File: src/design/lfu_pkg.sv
package lfu_pkg;

  localparam int unsigned Entries  = 16;
  localparam int unsigned IdxW     = $clog2(Entries);
  localparam int unsigned OccW     = $clog2(Entries + 1);
  localparam int unsigned CapW     = 5;
  localparam int unsigned KeyW     = 32;
  localparam int unsigned ValW     = 32;
  localparam int unsigned CntW     = 32;
  localparam int unsigned StampW   = 64;
  localparam logic [ValW-1:0] MissValue = '1;

  typedef enum logic {
    OP_GET = 1'b0,
    OP_PUT = 1'b1
  } op_e;

  // commands from the controller to the datapath
  typedef struct packed {
    logic load;      // latch request for the key compare
    logic scan;      // register the key compare and the victim / free-slot search
    logic do_get;    // touch hit slot, build get result
    logic do_upd;    // overwrite hit slot value, touch
    logic do_ins;    // evict if needed, insert new key
    logic do_none;   // result only, no state change
  } lfu_cmd_t;

  // status from the datapath to the controller
  typedef struct packed {
    logic     hit;
    op_e      op;
    logic     cap_zero;
  } lfu_sts_t;

endpackage

File: src/design/lfu_ctrl.sv
module lfu_ctrl (
  input  logic            clk_i,
  input  logic            rst_ni,
  input  logic            in_valid_i,
  output logic            in_ready_o,
  output logic            res_valid_o,
  input  logic            res_ready_i,
  input  lfu_pkg::lfu_sts_t sts_i,
  output lfu_pkg::lfu_cmd_t cmd_o
);
  import lfu_pkg::*;

  typedef enum logic [1:0] {
    ST_IDLE,
    ST_CMP,
    ST_SCAN,
    ST_EXEC
  } state_e;

  state_e state_q;
  logic   res_valid_q;
  logic   exec_go;

  // a new item may enter whenever the pipeline is idle
  assign in_ready_o  = (state_q == ST_IDLE);
  assign res_valid_o = res_valid_q;
  // the update waits while the previous result is still unclaimed
  assign exec_go     = (state_q == ST_EXEC) && (!res_valid_q || res_ready_i);

  always_comb begin
    cmd_o = '0;
    cmd_o.load = in_valid_i && in_ready_o;
    cmd_o.scan = (state_q == ST_CMP);
    if (exec_go) begin
      if (sts_i.op == OP_GET) begin
        cmd_o.do_get = 1'b1;
      end else if (sts_i.cap_zero) begin
        cmd_o.do_none = 1'b1;
      end else if (sts_i.hit) begin
        cmd_o.do_upd = 1'b1;
      end else begin
        cmd_o.do_ins = 1'b1;
      end
    end
  end

  always_ff @(posedge clk_i or negedge rst_ni) begin
    if (!rst_ni) begin
      state_q     <= ST_IDLE;
      res_valid_q <= 1'b0;
    end else begin
      if (exec_go) res_valid_q <= 1'b1;
      else if (res_ready_i) res_valid_q <= 1'b0;
      unique case (state_q)
        ST_IDLE: if (cmd_o.load) state_q <= ST_CMP;
        ST_CMP:  state_q <= ST_SCAN;
        ST_SCAN: state_q <= ST_EXEC;
        ST_EXEC: if (exec_go) state_q <= ST_IDLE;
        default: state_q <= ST_IDLE;
      endcase
    end
  end

endmodule

File: config.mk
export PLATFORM = sky130hd
export DESIGN_NAME = lfu_ctrl
export DESIGN_NICKNAME = d
export VERILOG_FILES = /design/src/design/lfu_pkg.sv /design/src/design/lfu_ctrl.sv
export SDC_FILE = /design/constraint.sdc
export NUM_CORES = 1
export LEC_CHECK = 0
export BUFFER_PORTS_ARGS = -buffer_cell sky130_fd_sc_hd__buf_2
export CORE_AREA = 2 2 39 41
export DETAILED_ROUTE_END_ITERATION = 16
export DIE_AREA = 0 0 41 43
export HOLD_SLACK_MARGIN = 0.1
export PLACE_DENSITY_LB_ADDON = 0.05
export SLEW_MARGIN = 20
export SYNTH_ARGS = -nofsm -noshare
export SYNTH_HDL_FRONTEND = slang
export SYNTH_SLANG_ARGS = --single-unit
export TNS_END_PERCENT = 1
File: constraint.sdc
create_clock -name clk_i -period 2.5 [get_ports clk_i]
set_clock_uncertainty 0.2 [all_clocks]
set_input_delay 0.25 -clock clk_i [delete_from_list [all_inputs] [get_ports clk_i]]
set_output_delay 0.25 -clock clk_i [all_outputs]
set_load 0.1 [all_outputs]
==> results of run 1 <==
==> through the flow <==
| stage | hold slack [ns] | area (um^2) | setup TNS (ns) | cells | setup slack [ns] |
|---|---|---|---|---|---|
| after floorplan | -0.246 | 243 | -1.06 | 24 | -0.368 |
| after global placement | -0.152 | 333 | 0 | 54 | 0.640 |
| after detailed placement | -0.153 | 333 | 0 | 54 | 0.628 |
| after CTS | 0.143 | 369 | 0 | 59 | 0.374 |
| after global routing | 0.140 | 369 | 0 | 59 | 0.241 |
| final | 0.141 | 369 | 0 | 59 | 0.410 |
==> layer usage <==
layer / track usage / vias to the layer above / share of wire
li1: - / 116 / -
met3: 0.0471 / 0 / 0.051
met1: 0.0836 / 109 / 0.38
met4: 0.0200 / 0 / 0
met5: 0 / - / 0
met2: 0.122 / 7 / 0.57
==> worst paths after layout <==
path                       slack, ns         from     endpoint
setup / recovery                0.41   state_q[1]     cmd_o[2]
hold / removal                  0.14       rst_ni  res_valid_o
setup reg to reg                0.87   state_q[0]   state_q[1]
hold reg to reg                 0.36  res_valid_o  res_valid_o
max in group asynchronous       1.85       rst_ni   state_q[1]
min in group clk_i              0.15  res_ready_i  res_valid_o
==> layout make-up <==
cell class	count	area [um^2]	area share
inverter	4	15.0	0.0407
clock buffer	4	26.3	0.0712
tap	16	20.0	0.0542
timing repair buffer	15	80.1	0.217
sequential	3	75.1	0.203
multi-input combinational	17	153	0.414
==> logic make-up (layout without fill, tap and decap cells) <==
| family | count (synthesis) | count (layout) | share of synthesized area |
|---|---|---|---|
| muxes | 1 | 1 | 0.0652 |
| and+or+nand+nor | 10 | 10 | 0.245 |
| AOI/OAI and AO/OA | 2 | 2 | 0.0815 |
| DFF | 3 | 3 | 0.326 |
| adders and majority gates | 4 | 4 | 0.217 |
| buffers and inverters | 4 | 23 | 0.0652 |
==> registers in the layout (all words and copies together), names as in the netlist <==
register,count
state_q,2
res_valid_o,1
==> cell usage in the layout, fill, tap and decap left out, types with 2 or more instances in the layout <==
cell and n:
inv_1 4, buf_2 14, nand2b_1 2, dfrtp_1 3, ha_1 4, clkbuf_4 3
==> out/qor.log, run 1 <==
qor: worst_setup_path.critPathLaunchType flop
qor: synth.mappedNetlistNets 35
qor: placement.hpwlAfterDp 460 um
qor: drt.detailedRoute.firstIterationViolations 0
qor: sta.worstMarginPinSlew 0.491 ns
qor: grt.grt_pass1_vias 229
qor: flow_run.cap_viol_max_count 0
qor: worst_setup_path.crit_arrival 1.64 ns
qor: worst_setup_path.slowest_stage buf_2
qor: clock_tree.max-clock-path-buffers 2
qor: grt.grt_pass1_wl 903 um
qor: grt.grtUsageTotal 0.0773
qor: grt.antenna_violations_before_repair 0
qor: synth.postSynthRegisterBits 3
qor: worst_setup_path.critical_path_depth 4
qor: floorplan.die_width 41 um
qor: synth.synthDistinctLibCells 14
qor: clock_tree.num_cts_buffers 3
qor: sta.final_min_period_over_clock_period 0.836
qor: placement.placement.io_buffers 14
qor: clock_tree.cts-hold-fix-buffers 1
qor: grt.grt_start_max_net_pins 5
qor: floorplan.placeableCoreArea 1380 um^2
qor: drt.wl 544 um
qor: worst_setup_path.worst-endpoint-required 2.05 ns
qor: synth.commonest_cells_in_the_synthesized_netlist 4 x ha_1, 4 x inv_1, 3 x dfrtp_1, 2 x nand2b_1, 2 x nor2_1
qor: clock_tree.ctsResizeCount 0
qor: drt.dr.pass1.iters 1
qor: synth.synth-async-reset-ratio 1.00
qor: status.status finished, final reports clean
qor: worst_setup_path.crit_path_end_kind primary output
qor: sta.finalHoldViolations 0
qor: synth.syn_inst 24
qor: worst_setup_path.critical-path-top-delay-family buffers and inverters
qor: clock_tree.tritoncts_num_sinks 3
qor: grt.globalRouteOverflowTotal 0
qor: floorplan.die_h 43 um
qor: worst_setup_path.timing.critical_path.slowest_cell_delay 0.44 ns
qor: synth.yosysTopAreaCellShare 0.326
qor: drt.detailroute.via_count 232
qor: sta.max-slew-margin-rel 0.675
qor: synth.post_synth.cell_area_avg 9.59 um^2
qor: worst_setup_path.timing.critical_path.fanout_max 4
qor: synth.synth-edff-count 0
qor: worst_setup_path.worst-r2r-cell-count 4
qor: sta.fmaxAchievable 478 MHz
qor: sta.slew_viol_final 0
qor: clock_tree.path_clk_slew 0.03 ns
qor: synth.synth-main-ff-cell dfrtp_1
qor: synth.synth_sequential_area_ratio 0.326
qor: cells_and_area.fillCellCount 154
qor: drt.antenna_left 0
qor: floorplan.floorplan.die_area 1760 um^2
qor: clock_tree.cts_setup_buffers 0
qor: clock_tree.htreeDepth 1
qor: clock_tree.clock_latency_reported_for_the_late_side_of_the_worst_skew_pair 0.23 ns
qor: sta.finalWorstPathRequiredPeriod 2.09 ns
qor: drt.detail_route.vias_per_cell 3.93
qor: synth.synth_warnings 0
qor: floorplan.rows 14
qor: cells_and_area.antenna_cells 0
qor: synth.post-synth-top-area-cell dfrtp_1
qor: sta.finalSetupViolations 0
qor: worst_setup_path.timing.setup.critical_path_class flop to primary output
qor: worst_setup_path.critical_path_buf_inv_count 1
qor: sta.setup_repair_after_global_routing_missed_its_margin no
qor: cells_and_area.drive_gt1_frac 0.512
qor: floorplan.initial_cell_density_of_the_core 0.166
qor: cells_and_area.area_growth_syn_to_layout 60.3%
qor: worst_setup_path.crit_chain ha_1, nand3_1, nor3b_2, buf_2
qor: worst_hold_path.hold_path_class input pin to asynchronous set/reset pin
qor: synth.post_syn_area 230 um^2
qor: placement.gp_congestion 0.683
qor: cells_and_area.final_net_count 55
qor: drt.avgRoutedWirePerCell 9.22 um
qor: clock_tree.tritoncts_clock_tree yes
qor: clock_tree.clockRootBuffer clkbuf_4
qor: cells_and_area.final_util 0.267
qor: synth.netlist_top_cells_area dfrtp_1 33%, ha_1 22%, inv_1 6.5%
qor: floorplan.floorplan.io_pins 15
qor: drt.drc 0
Power of run 1 is left out: the tool's default activity adds up to more than one toggle a clock period on the data nets, which glitch-free logic cannot reach.
==> inputs of run 2 (changes only) <==
==> constraint.sdc (replaced) <==
create_clock -name clk_i -period 2 [get_ports clk_i]
set_clock_uncertainty 0.2 [all_clocks]
set_input_delay 0.2 -clock clk_i [delete_from_list [all_inputs] [get_ports clk_i]]
set_output_delay 0.2 -clock clk_i [all_outputs]
set_load 0.1 [all_outputs]
==> out/qor.log, run 2 (same netlist as run 1, synthesis figures left out) <==
qor: status.status finished, final reports clean
qor: floorplan.rows 14
qor: floorplan.placeableCoreArea 1380 um^2
qor: floorplan.initial_cell_density_of_the_core 0.166
qor: flow_run.cap_viol_max_count 0
qor: cells_and_area.area_growth_syn_to_layout 99.5%
qor: grt.grt_pass1_wl 828 um
qor: cells_and_area.largest-register state_q
qor: worst_hold_path.hold_path_class input pin to flop
qor: grt.grt_pass1_vias 222
qor: worst_setup_path.slowest_stage dfrtp_1
qor: placement.placement.io_buffers 14
qor: sta.finalSetupViolations 0
qor: drt.drc 0
qor: cells_and_area.drive_gt1_frac 0.600
qor: drt.detail_route.vias_per_cell 3.97
qor: cells_and_area.largest_reg_flops 2
qor: cells_and_area.fillCellCount 160
qor: drt.detailedRoute.firstIterationViolations 0
qor: worst_setup_path.crit_arrival 1.49 ns
qor: cells_and_area.final_net_count 57
qor: drt.detailroute.via_count 242
qor: drt.antenna_left 0
qor: worst_setup_path.timing.setup.critical_path_class flop to primary output
qor: worst_setup_path.critical_path_buf_inv_count 2
qor: sta.finalHoldViolations 0
qor: drt.avgRoutedWirePerCell 8.89 um
qor: sta.setup_repair_after_global_routing_missed_its_margin no
qor: worst_setup_path.timing.critical_path.fanout_max 4
qor: clock_tree.htreeDepth 1
qor: clock_tree.cts_setup_buffers 0
qor: worst_setup_path.worst-endpoint-required 1.60 ns
qor: clock_tree.path_clk_slew 0.04 ns
qor: grt.antenna_violations_before_repair 0
qor: grt.grtUsageTotal 0.0722
qor: cells_and_area.final_common_cell buf_2
qor: placement.gp_congestion 0.567
qor: cells_and_area.antenna_cells 0
qor: cells_and_area.top_library_cells_by_usage_in_the_layout_fill_and_taps_aside 11 x buf_2, 4 x inv_1
qor: sta.slew_viol_final 0
qor: drt.dr.pass1.iters 1
qor: sta.max-slew-margin-rel 0.678
qor: worst_setup_path.crit_chain inv_1, ha_2, and2_2, buf_2
qor: floorplan.die_h 43 um
qor: clock_tree.clock_latency_reported_for_the_late_side_of_the_worst_skew_pair 0.23 ns
qor: floorplan.floorplan.die_area 1760 um^2
qor: sta.worstMarginPinSlew 0.487 ns
qor: sta.fmaxAchievable 529 MHz
qor: placement.hpwlAfterDp 454 um
qor: worst_setup_path.critical-path-top-delay-family buffers and inverters
qor: worst_setup_path.critPathLaunchType flop
qor: clock_tree.clockRootBuffer clkbuf_4
qor: grt.grt_start_max_net_pins 5
qor: worst_setup_path.crit_path_end_kind primary output
qor: grt.globalRouteOverflowTotal 0
qor: floorplan.die_width 41 um
qor: placement.placed_area 398 um^2
qor: clock_tree.max-clock-path-buffers 2
qor: sta.final_min_period_over_clock_period 0.945
qor: cells_and_area.post_route_cell_area 459 um^2
qor: clock_tree.tritoncts_num_sinks 3
qor: drt.wl 542 um
qor: clock_tree.num_cts_buffers 3
qor: floorplan.floorplan.io_pins 15
qor: clock_tree.tritoncts_clock_tree yes
qor: sta.finalWorstPathRequiredPeriod 1.89 ns
qor: worst_setup_path.timing.critical_path.slowest_cell_delay 0.41 ns
run 2: worst reg2reg max path, delay by kind of cell, from the launching register on:
family / cells / cell delay (ns)
DFF: 1 / 0.41
AOI/OAI and AO/OA: 1 / 0.16
muxes: 1 / 0.31
adders and majority gates: 1 / 0.26
and+or+nand+nor: 1 / 0.21
run 2: area by class of cell:
cell class | count | area (um^2) | share of cell area
clock buffers | 4 | 26.3 | 0.0572
inverters | 4 | 15.0 | 0.0327
multi-input cells | 17 | 176 | 0.384
flip-flops and latches | 3 | 76.3 | 0.166
well taps | 16 | 20.0 | 0.0436
repair buffers | 17 | 145 | 0.316
run 2: per-layer routing:
layer | up-vias | GRT usage | share of wire
li1 | 119 | - | -
met5 | - | 0 | 0
met4 | 0 | 0.0600 | 0.018
met1 | 114 | 0.0801 | 0.36
met2 | 7 | 0.109 | 0.58
met3 | 2 | 0.0157 | 0.033
run 2: worst paths after layout:
path	end	slack, ns	cells after the start	from
setup / recovery	cmd_o[5]	0.11	4	state_q[0]
hold / removal	state_q[0]	0.21	4	in_valid_i
setup reg to reg	state_q[1]	0.33	4	state_q[0]
hold reg to reg	state_q[1]	0.37	1	state_q[1]
max in group asynchronous	res_valid_o	0.80	3	rst_ni
min in group asynchronous	state_q[1]	0.64	3	rst_ni
run 2: per-stage QoR:
stage               hold slack, ns  std cells   util  setup slack, ns  TNS (ns)
finish                       0.213         61  0.332            0.109         0
global route                 0.240         61  0.332           0.0373         0
CTS                          0.212         61  0.328           0.0376         0
detailed placement          -0.199         54  0.288            0.285         0
global placement            -0.198         54  0.288            0.285         0
floorplan                   -0.296         24      -           -0.273    -0.727
run 2: timing repair:
action	4_1_cts	5_1_grt
endpoints found under the setup margin	0	1
resized for setup	0	1
endpoints found under the hold margin	4	0
hold buffers	3	0
Power of run 2 is left out for the same reason.
